**config.mk**
```make
export PLATFORM = sky130hd
export DESIGN_NAME = command_line_tokenizer
export DESIGN_NICKNAME = d
export VERILOG_FILES = /design/src/design/clt_pkg.sv /design/src/design/command_line_tokenizer.sv /design/src/design/clt_front.sv /design/src/design/clt_fifo.sv /design/src/design/clt_back.sv
export SDC_FILE = /design/constraint.sdc
export NUM_CORES = 1
export LEC_CHECK = 0
export ABC_AREA = 0
export BUFFER_PORTS_ARGS = -buffer_cell sky130_fd_sc_hd__buf_2
export CAP_MARGIN = 20
export CORE_MARGIN = 4
export CORE_UTILIZATION = 45
export DETAILED_ROUTE_END_ITERATION = 10
export GPL_TIMING_DRIVEN = 0
export PLACE_DENSITY_LB_ADDON = 0.3
export SYNTH_ARGS = -nofsm -noshare
export SYNTH_HDL_FRONTEND = slang
export SYNTH_SLANG_ARGS = --single-unit
```
**constraint.sdc**
```tcl
create_clock -name i_clk -period 5.5 [get_ports i_clk]
set_input_delay 0.275 -clock i_clk [delete_from_list [all_inputs] [get_ports i_clk]]
set_output_delay 0.275 -clock i_clk [all_outputs]
set_load 0.05 [all_outputs]
```
**src/design/clt_pkg.sv**
```systemverilog
package clt_pkg;

    // one accepted byte causes at most four results
    localparam int SlotNum   = 4;
    localparam int SlotW     = $clog2(SlotNum);
    localparam int CntW      = $clog2(SlotNum + 1);
    localparam int FifoDepth = 4;

    localparam logic [1:0] KindStart = 2'd0;
    localparam logic [1:0] KindByte  = 2'd1;
    localparam logic [1:0] KindEnd   = 2'd2;
    localparam logic [1:0] KindLine  = 2'd3;

    localparam logic [1:0] QuoteNone   = 2'd0;
    localparam logic [1:0] QuoteSingle = 2'd1;
    localparam logic [1:0] QuoteDouble = 2'd2;

    // all results caused by one input byte
    typedef struct packed {
        logic [CntW-1:0]           cnt;
        logic [7:0]                arg_num;
        logic [1:0]                open_q;
        logic [SlotNum-1:0][1:0]   kind;
        logic [SlotNum-1:0][7:0]   data;
    } t_bundle;

    typedef struct packed {
        logic full;
        logic empty;
    } t_fifo_stat;

endpackage

```
**src/design/command_line_tokenizer.sv**
```systemverilog
// channel  direction  handshake              payload
// config   in         i_cfg_we               i_cfg_wdata (max_args)
// bytes    in         push / full            i_in_byte
// results  out        empty / pop            o_kind, o_data_byte, o_arg_number,
//                                            o_open_quote, o_last
//
// one byte is taken per cycle while the result queue has room; the tokenizer
// state updates in that same cycle
// the results of one byte (up to four) leave at one per cycle while pop is held, so a byte with
// k results takes k transfers; FIFO_DEPTH bundles absorb bursts
// results pass through the registered result queue, so none appear in the cycle the byte is taken
// reset is synchronous: queue empty, tokenizer between arguments, limit zero
module command_line_tokenizer #(
    parameter int FIFO_DEPTH = clt_pkg::FifoDepth
) (
    input  logic       i_clk,
    input  logic       i_rst_n,
    input  logic       i_cfg_we,
    input  logic [7:0] i_cfg_wdata,
    input  logic       push,
    output logic       full,
    input  logic [7:0] i_in_byte,
    output logic       empty,
    input  logic       pop,
    output logic [1:0] o_kind,
    output logic [7:0] o_data_byte,
    output logic [7:0] o_arg_number,
    output logic [1:0] o_open_quote,
    output logic       o_last
);
    import clt_pkg::*;

    t_bundle    w_wdata;
    t_bundle    w_head;
    t_fifo_stat w_stat;
    logic       w_wr;
    logic       w_rd;
    logic       w_take;

    assign full   = w_stat.full;
    assign w_take = push && !w_stat.full;

    clt_front u_front (
        .i_clk       (i_clk),
        .i_rst_n     (i_rst_n),
        .i_cfg_we    (i_cfg_we),
        .i_cfg_wdata (i_cfg_wdata),
        .i_take      (w_take),
        .i_byte      (i_in_byte),
        .o_wr        (w_wr),
        .o_bundle    (w_wdata)
    );

    clt_fifo #(
        .DEPTH (FIFO_DEPTH)
    ) u_fifo (
        .i_clk   (i_clk),
        .i_rst_n (i_rst_n),
        .i_wr    (w_wr),
        .i_wdata (w_wdata),
        .i_rd    (w_rd),
        .o_head  (w_head),
        .o_stat  (w_stat)
    );

    clt_back u_back (
        .i_clk        (i_clk),
        .i_rst_n      (i_rst_n),
        .i_head       (w_head),
        .i_stat       (w_stat),
        .i_pop        (pop),
        .o_rd         (w_rd),
        .o_empty      (empty),
        .o_kind       (o_kind),
        .o_data_byte  (o_data_byte),
        .o_arg_number (o_arg_number),
        .o_open_quote (o_open_quote),
        .o_last       (o_last)
    );

endmodule

```
**src/design/clt_front.sv**
```systemverilog
module clt_front (
    input  logic             i_clk,
    input  logic             i_rst_n,
    input  logic             i_cfg_we,
    input  logic [7:0]       i_cfg_wdata,
    input  logic             i_take,
    input  logic [7:0]       i_byte,
    output logic             o_wr,
    output clt_pkg::t_bundle o_bundle
);
    import clt_pkg::*;

    localparam logic [7:0] ChBslash = 8'h5C;
    localparam logic [7:0] ChSquote = 8'h27;
    localparam logic [7:0] ChDquote = 8'h22;
    localparam logic [7:0] ChZero   = 8'h30;
    localparam logic [7:0] ChSeven  = 8'h37;
    localparam logic [7:0] ChNine   = 8'h39;
    localparam logic [7:0] ChLowA   = 8'h61;
    localparam logic [7:0] ChLowF   = 8'h66;
    localparam logic [7:0] ChUpA    = 8'h41;
    localparam logic [7:0] ChUpF    = 8'h46;
    localparam logic [7:0] ChLowX   = 8'h78;
    localparam logic [7:0] ChSpace  = 8'h20;
    localparam logic [7:0] ChTab    = 8'h09;
    localparam logic [7:0] ChCr     = 8'h0D;

    typedef enum logic [2:0] {
        ModeIdle = 3'b001,
        ModeArg  = 3'b010,
        ModeRaw  = 3'b100
    } t_mode;

    typedef enum logic [4:0] {
        EscNone = 5'b00001,
        EscOut  = 5'b00010,
        EscIn   = 5'b00100,
        EscOct  = 5'b01000,
        EscHex  = 5'b10000
    } t_esc;

    function automatic logic is_blank(input logic [7:0] b);
        return (b == ChSpace) || (b inside {[ChTab:ChCr]});
    endfunction

    // {valid, value}
    function automatic logic [4:0] hex_digit(input logic [7:0] b);
        logic [7:0] d;
        d = 8'h00;
        if (b inside {[ChZero:ChNine]}) begin
            d = b - ChZero;
            return {1'b1, d[3:0]};
        end
        if (b inside {[ChLowA:ChLowF]}) begin
            d = b - ChLowA + 8'd10;
            return {1'b1, d[3:0]};
        end
        if (b inside {[ChUpA:ChUpF]}) begin
            d = b - ChUpA + 8'd10;
            return {1'b1, d[3:0]};
        end
        return 5'b0_0000;
    endfunction

    function automatic t_bundle put(input t_bundle bd, input logic [1:0] k,
                                    input logic [7:0] d);
        t_bundle res;
        res = bd;
        res.kind[bd.cnt[SlotW-1:0]] = k;
        res.data[bd.cnt[SlotW-1:0]] = d;
        res.cnt = bd.cnt + CntW'(1);
        return res;
    endfunction

    t_mode      r_mode, n_mode;
    t_esc       r_esc, n_esc;
    logic [1:0] r_quote, n_quote;
    logic [1:0] r_dc, n_dc;
    logic [7:0] r_ev, n_ev;
    logic [7:0] r_args, n_args;
    logic [7:0] r_max;

    t_bundle    v_bd;
    logic       v_end;
    logic       v_plain;
    logic       v_raw;
    logic [4:0] v_hex;
    logic [7:0] v_q;

    always_comb begin
        n_mode  = r_mode;
        n_esc   = r_esc;
        n_quote = r_quote;
        n_dc    = r_dc;
        n_ev    = r_ev;
        n_args  = r_args;
        v_bd    = '0;
        v_end   = 1'b0;
        v_plain = 1'b0;
        v_raw   = 1'b0;
        v_hex   = hex_digit(i_byte);
        v_q     = (r_quote == QuoteSingle) ? ChSquote :
                  (r_quote == QuoteDouble) ? ChDquote : 8'h00;

        case (r_mode)
            ModeRaw: begin
                if (i_byte == 8'h00) v_end = 1'b1;
                else v_bd = put(v_bd, KindByte, i_byte);
            end
            ModeArg: begin
                case (r_esc)
                    EscOut: begin
                        n_esc = EscNone;
                        if (i_byte == 8'h00) v_end = 1'b1;
                        else v_bd = put(v_bd, KindByte, i_byte);
                    end
                    EscIn: begin
                        n_esc = EscNone;
                        if (v_q != 8'h00 && i_byte == v_q) begin
                            v_bd = put(v_bd, KindByte, v_q);
                        end else if (i_byte == ChZero || i_byte == ChLowX) begin
                            n_esc = (i_byte == ChZero) ? EscOct : EscHex;
                            n_dc  = 2'd0;
                            n_ev  = 8'h00;
                        end else begin
                            v_bd    = put(v_bd, KindByte, ChBslash);
                            v_plain = 1'b1;
                        end
                    end
                    EscOct: begin
                        if (i_byte inside {[ChZero:ChSeven]} && r_dc != 2'd3) begin
                            n_ev = {r_ev[4:0], i_byte[2:0]};
                            n_dc = r_dc + 2'd1;
                            if (n_dc == 2'd3) begin
                                v_bd  = put(v_bd, KindByte, n_ev);
                                n_esc = EscNone;
                            end
                        end else begin
                            n_esc = EscNone;
                            if (r_dc == 2'd0) begin
                                v_bd = put(v_bd, KindByte, ChBslash);
                                v_bd = put(v_bd, KindByte, ChZero);
                            end else begin
                                v_bd = put(v_bd, KindByte, r_ev);
                            end
                            v_plain = 1'b1;
                        end
                    end
                    EscHex: begin
                        if (v_hex[4] && r_dc < 2'd2) begin
                            n_ev = {r_ev[3:0], v_hex[3:0]};
                            n_dc = r_dc + 2'd1;
                            if (n_dc == 2'd2) begin
                                v_bd  = put(v_bd, KindByte, n_ev);
                                n_esc = EscNone;
                            end
                        end else begin
                            n_esc = EscNone;
                            if (r_dc == 2'd0) begin
                                v_bd = put(v_bd, KindByte, ChBslash);
                                v_bd = put(v_bd, KindByte, ChLowX);
                            end else begin
                                v_bd = put(v_bd, KindByte, r_ev);
                            end
                            v_plain = 1'b1;
                        end
                    end
                    default: begin
                        n_esc   = EscNone;
                        v_plain = 1'b1;
                    end
                endcase
            end
            default: begin
                n_mode = ModeIdle;
                if (i_byte == 8'h00) begin
                    v_end = 1'b1;
                end else if (!is_blank(i_byte)) begin
                    if (r_args != 8'hFF) begin
                        n_args = r_args + 8'd1;
                        v_raw  = (r_max != 8'h00) && (n_args == r_max);
                    end
                    v_bd = put(v_bd, KindStart, 8'h00);
                    if (v_raw) begin
                        n_mode = ModeRaw;
                        v_bd   = put(v_bd, KindByte, i_byte);
                    end else begin
                        n_mode  = ModeArg;
                        n_quote = QuoteNone;
                        n_esc   = EscNone;
                        v_plain = 1'b1;
                    end
                end
            end
        endcase

        // ordinary byte inside an argument, after any escape output
        if (v_plain) begin
            if (i_byte == 8'h00) begin
                v_end = 1'b1;
            end else if (n_quote == QuoteNone) begin
                if (i_byte == ChBslash) begin
                    n_esc = EscOut;
                end else if (i_byte == ChSquote) begin
                    n_quote = QuoteSingle;
                end else if (i_byte == ChDquote) begin
                    n_quote = QuoteDouble;
                end else if (is_blank(i_byte)) begin
                    v_bd   = put(v_bd, KindEnd, 8'h00);
                    n_mode = ModeIdle;
                end else begin
                    v_bd = put(v_bd, KindByte, i_byte);
                end
            end else begin
                if ((n_quote == QuoteSingle && i_byte == ChSquote) ||
                    (n_quote == QuoteDouble && i_byte == ChDquote)) begin
                    n_quote = QuoteNone;
                end else if (i_byte == ChBslash) begin
                    n_esc = EscIn;
                end else begin
                    v_bd = put(v_bd, KindByte, i_byte);
                end
            end
        end

        v_bd.arg_num = n_args;

        if (v_end) begin
            if (n_mode != ModeIdle) v_bd = put(v_bd, KindEnd, 8'h00);
            v_bd = put(v_bd, KindLine, 8'h00);
            v_bd.open_q = (n_mode == ModeArg) ? n_quote : QuoteNone;
            n_mode  = ModeIdle;
            n_quote = QuoteNone;
            n_esc   = EscNone;
            n_dc    = 2'd0;
            n_ev    = 8'h00;
            n_args  = 8'h00;
        end
    end

    always_ff @(posedge i_clk) begin
        if (!i_rst_n) begin
            r_mode  <= ModeIdle;
            r_esc   <= EscNone;
            r_quote <= QuoteNone;
            r_dc    <= 2'd0;
            r_ev    <= 8'h00;
            r_args  <= 8'h00;
            r_max   <= 8'h00;
        end else begin
            if (i_cfg_we) r_max <= i_cfg_wdata;
            if (i_take) begin
                r_mode  <= n_mode;
                r_esc   <= n_esc;
                r_quote <= n_quote;
                r_dc    <= n_dc;
                r_ev    <= n_ev;
                r_args  <= n_args;
            end
        end
    end

    assign o_wr     = i_take && (v_bd.cnt != '0);
    assign o_bundle = v_bd;

endmodule

```
**src/design/clt_fifo.sv**
```systemverilog
module clt_fifo #(
    parameter int DEPTH = clt_pkg::FifoDepth
) (
    input  logic                i_clk,
    input  logic                i_rst_n,
    input  logic                i_wr,
    input  clt_pkg::t_bundle    i_wdata,
    input  logic                i_rd,
    output clt_pkg::t_bundle    o_head,
    output clt_pkg::t_fifo_stat o_stat
);
    import clt_pkg::*;

    localparam int PtrW = (DEPTH > 1) ? $clog2(DEPTH) : 1;
    localparam int LvlW = $clog2(DEPTH + 1);

    t_bundle         r_mem [DEPTH];
    logic [PtrW-1:0] r_wp, n_wp;
    logic [PtrW-1:0] r_rp, n_rp;
    logic [LvlW-1:0] r_lvl, n_lvl;
    logic            v_wr_ok;
    logic            v_rd_ok;

    assign o_stat.full  = (r_lvl == LvlW'(DEPTH));
    assign o_stat.empty = (r_lvl == '0);
    assign v_wr_ok      = i_wr && !o_stat.full;
    assign v_rd_ok      = i_rd && !o_stat.empty;

    always_comb begin
        n_wp  = r_wp;
        n_rp  = r_rp;
        n_lvl = r_lvl;
        if (v_wr_ok) n_wp = (r_wp == PtrW'(DEPTH - 1)) ? '0 : r_wp + PtrW'(1);
        if (v_rd_ok) n_rp = (r_rp == PtrW'(DEPTH - 1)) ? '0 : r_rp + PtrW'(1);
        if (v_wr_ok && !v_rd_ok) n_lvl = r_lvl + LvlW'(1);
        if (!v_wr_ok && v_rd_ok) n_lvl = r_lvl - LvlW'(1);
    end

    always_ff @(posedge i_clk) begin
        if (!i_rst_n) begin
            r_wp  <= '0;
            r_rp  <= '0;
            r_lvl <= '0;
        end else begin
            r_wp  <= n_wp;
            r_rp  <= n_rp;
            r_lvl <= n_lvl;
        end
    end

    always_ff @(posedge i_clk) begin
        if (v_wr_ok) r_mem[r_wp] <= i_wdata;
    end

    assign o_head = r_mem[r_rp];

endmodule

```
**src/design/clt_back.sv**
```systemverilog
module clt_back (
    input  logic                i_clk,
    input  logic                i_rst_n,
    input  clt_pkg::t_bundle    i_head,
    input  clt_pkg::t_fifo_stat i_stat,
    input  logic                i_pop,
    output logic                o_rd,
    output logic                o_empty,
    output logic [1:0]          o_kind,
    output logic [7:0]          o_data_byte,
    output logic [7:0]          o_arg_number,
    output logic [1:0]          o_open_quote,
    output logic                o_last
);
    import clt_pkg::*;

    logic [SlotW-1:0] r_slot, n_slot;
    logic             v_last;
    logic             v_take;

    assign v_last = (CntW'(r_slot) + CntW'(1)) == i_head.cnt;
    assign v_take = i_pop && !i_stat.empty;

    always_comb begin
        n_slot = r_slot;
        if (v_take) n_slot = v_last ? '0 : r_slot + SlotW'(1);
    end

    always_ff @(posedge i_clk) begin
        if (!i_rst_n) begin
            r_slot <= '0;
        end else begin
            r_slot <= n_slot;
        end
    end

    // the bundle leaves the queue with the transfer of its last result
    assign o_rd         = v_take && v_last;
    assign o_empty      = i_stat.empty;
    assign o_kind       = i_head.kind[r_slot];
    assign o_data_byte  = i_head.data[r_slot];
    assign o_arg_number = i_head.arg_num;
    assign o_open_quote = (i_head.kind[r_slot] == KindLine) ? i_head.open_q : QuoteNone;
    assign o_last       = v_last;

endmodule

```
==> flow_metrics.tcl <==
set metrics [dict create \
    worst-endpoint-required_ns 5.96 \
    final.min_clock_period_ns 5.31 \
    grt_start_max_net_pins 54 \
    worst-slew-pin-transition_ns 1.06 \
    crit_path_end_kind "register" \
    yosys_warnings 0 \
    number_of_global_route_vias_before_repair 8731 \
    synth_area_per_cell_sq_um 12.9 \
    post_drt_via_cell_ratio 6.02 \
    max_freq_mhz 188 \
    dieArea_sq_um 31500 \
    cts_made_buffers 27 \
    fp.coreArea_sq_um 28100 \
    fin_tns_setup_ns 0 \
    chipWidth_um 178 \
    placement.cell_area_sq_um 13600 \
    clock_tree.htree_level_count 1 \
    synth-seq-area-share_pct 56.5 \
    maxSlewViolCount 0 \
    maxCapViolations 0 \
    synthesis.area_sq_um 12900 \
    syn2layout_area_growth_pct 14.2 \
    synth-seq-cells 259 \
    clock-root-buffer "clkbuf_16" \
    power.static_leakage_nw 5.09 \
    timing.critical_path.slowest_cell_delay_ns 0.81 \
    detail_route.first_pass.iterations 5 \
    clock_tree.buffer_depth 3 \
    report.power.total_mw 5.03 \
    yosys.cell_types.count 82 \
    final_layout_size_suffix_gt1_share_pct 19.8 \
    number_of_enable_flip_flop_cells_after_synthesis 212 \
    placement.io_buffers 40 \
    hold_class "in2reg" \
    die_height_um 178 \
    drcViolationCount 0 \
    antenna_found_initial 0 \
    crit_top_cell "ha_1" \
    timing.critical_path.slowest_stage_cell "nor4_1" \
    diodes 0 \
    crit_buf_inv 5 \
    ys_async_sr_fraction_pct 0 \
    post_synth_inst_count 1000 \
    setup_violations 0 \
    final_area_sq_um 14800 \
    ys_dominant_reg_cell "edfxtp_1" \
    timing.setup.critical_path_class "in2reg" \
    initial_utilization_pct 46.0 \
    cp-start-kind "primary input" \
    pwr_density_cell_nw_per_um2 341 \
    post-route-period-util_pct 96.6 \
    drt_iter0_drc 947 \
    gp_congestion 1.00 \
    overflow 0 \
    clk-insertion-delay-late_ns 0.53 \
    synthesis.nets 1050 \
    worst-endpoint-arrival_ns 5.78 \
    fin_worst_skew_ns 0.0212 \
    floorplan.rows 61 \
    largest_fanout_on_the_critical_path 10 \
    via_count_of_the_routed_design 8927 \
    track_usage_pct 20.7 \
    floorplan.io_pins 44 \
    cts.sinks 259 \
    cts_hold_buffers 0 \
    final_antenna_net_count 0 \
    cts.clk_slew.worst_paths_ns 0.06 \
    drt-wirelength-per-cell_um 22.0 \
    layout.nets 1135 \
    relSlewSlack_pct 28.7 \
    irDropWorstVdd_mv 0.228 \
    outcome "finished clean" \
    grt_pass1_wl_um 50700 \
    detail_route.wirelength_um 32700 \
    family_of_cells_with_the_greatest_summed_delay_on_the_critical_path "simple AND/OR/NAND/NOR gates" \
    final-hold-violation-count 0 \
    clock_tree_from_tritoncts "done" \
    detailed_place_hpwl_um 22000 \
]
==> cell type report <==
class	instances	area [sq um]
buffer	56	239
clock buffer	41	768
clock inverter	8	90.1
fill	2431	13300
inverter	24	93.8
multi-input combinational	658	5430
sequential	259	7310
tap	378	473
timing repair buffer	59	360
==> through the flow <==
step | std cells | hold slack [ns] | util, % | setup WS (ns)
finish | 1483 | 0.0108 | 52.6 | 0.187
global route | 1483 | 0.0146 | 52.6 | -0.00160
CTS | 1473 | 0.00390 | 52.0 | 0.0193
detailed placement | 1418 | 0.472 | 48.5 | -0.949
global placement | 1418 | 0.466 | 48.5 | -1.03
floorplan | 1000 | 0.445 | - | 0.00541
==> repair_timing <==
action                                  CTS  global route
endpoints found under the setup margin  214           214
pin swaps                                 7            13
resized for setup                        18            18
buffers inserted                          8             9
==> synthesized netlist by cell type, drive strengths merged, types with 10 or more instances <==
cell,count,area (sq um)
a21boi,10,75.1
a21o,10,75.1
a21oi,40,204
a22oi,12,90.1
and2,26,165
and3,16,100
buf,19,91.3
clkbuf,40,150
dfxtp,47,941
edfxtp,212,6370
ha,28,350
inv,24,90.1
mux2i,17,170
mux4,63,1420
nand2,61,229
nand3,15,75.1
nor2,65,244
nor2b,38,238
nor3,25,125
o21ai,54,278
xnor2,13,114
xor2,11,96.3
==> final timing paths <==
path / from / end / slack (ns) / cells after the start
setup reg to reg: u_front.r_esc[4] / u_fifo.r_lvl[2] / 0.19 / 23
hold / removal: i_cfg_wdata[5] / u_front.r_max[5] / 0.01 / 3
setup / recovery: i_in_byte[1] / u_fifo.r_lvl[2] / 0.19 / 26
hold reg to reg: u_front.r_mode[2] / u_front.r_mode[2] / 0.48 / 2
==> placed cells by master (no fill, tap or decap), types with 10 or more instances in the layout <==
master / instances
nand2_1: 61
edfxtp_1: 212
xor2_1: 11
nor3_1: 24
xnor2_1: 12
clkbuf_1: 46
inv_1: 20
buf_2: 50
o21ai_0: 47
nor2b_1: 38
nor2_1: 63
buf_4: 20
a22oi_1: 12
and3_1: 15
and2_1: 20
a21oi_1: 37
a21o_1: 10
dfxtp_1: 45
ha_1: 24
mux2i_1: 16
nand3_1: 15
mux4_2: 63
clkbuf_16: 27
==> layer usage <==
layer | track usage (%) | routed length [um] | vias to the layer above
met4 | 6.09 | 930 | 0
li1 | - | - | 4068
met5 | 0 | 0 | -
met1 | 29.6 | 13900 | 4400
met2 | 32.7 | 15300 | 391
met3 | 3.81 | 2540 | 68
==> cells by family after synthesis <==
group,share of synthesized area (%)
buf+inv,2.56
xor+xnor,1.63
compound gates,11.8
simple gates,12.3
fa+ha+maj,2.86
flops,56.5
mux,12.3
==> worst register-to-register path, cell delays in order, from the launching register on <==
cell      delay [ns]
dfxtp_1         0.29
buf_2           0.16
or4b_1          0.58
o311a_1         0.24
nor4_2          0.32
and3_2          0.30
a211o_1         0.20
ha_1            0.25
o211ai_1        0.08
nor2_1          0.08
a21oi_2         0.16
ha_1            0.28
mux2i_4         0.20
ha_4            0.24
and4b_1         0.25
o31ai_1         0.08
o31a_4          0.33
inv_2           0.06
ha_4            0.13
inv_1           0.06
fa_2            0.38
xor2_1          0.15
or3_1           0.30
a21boi_1        0.11
==> where the power goes <==
group	internal, mW	switching, mW	leakage [nW]
Sequential	2.30	0.0435	2.40
Clock	1.05	0.712	0.418
Combinational	0.337	0.595	2.28
Total	3.68	1.35	5.09
==> flip-flops by register name (all words and copies together) (netlist names), 3 cells and up, named ones only <==
register        count
u_front.r_max       8
u_front.r_ev        8
u_front.r_esc       5
u_front.r_args      8
u_fifo.r_mem      212
u_fifo.r_lvl        3
u_front.r_mode      3
Power figures use the tool's default switching activity.
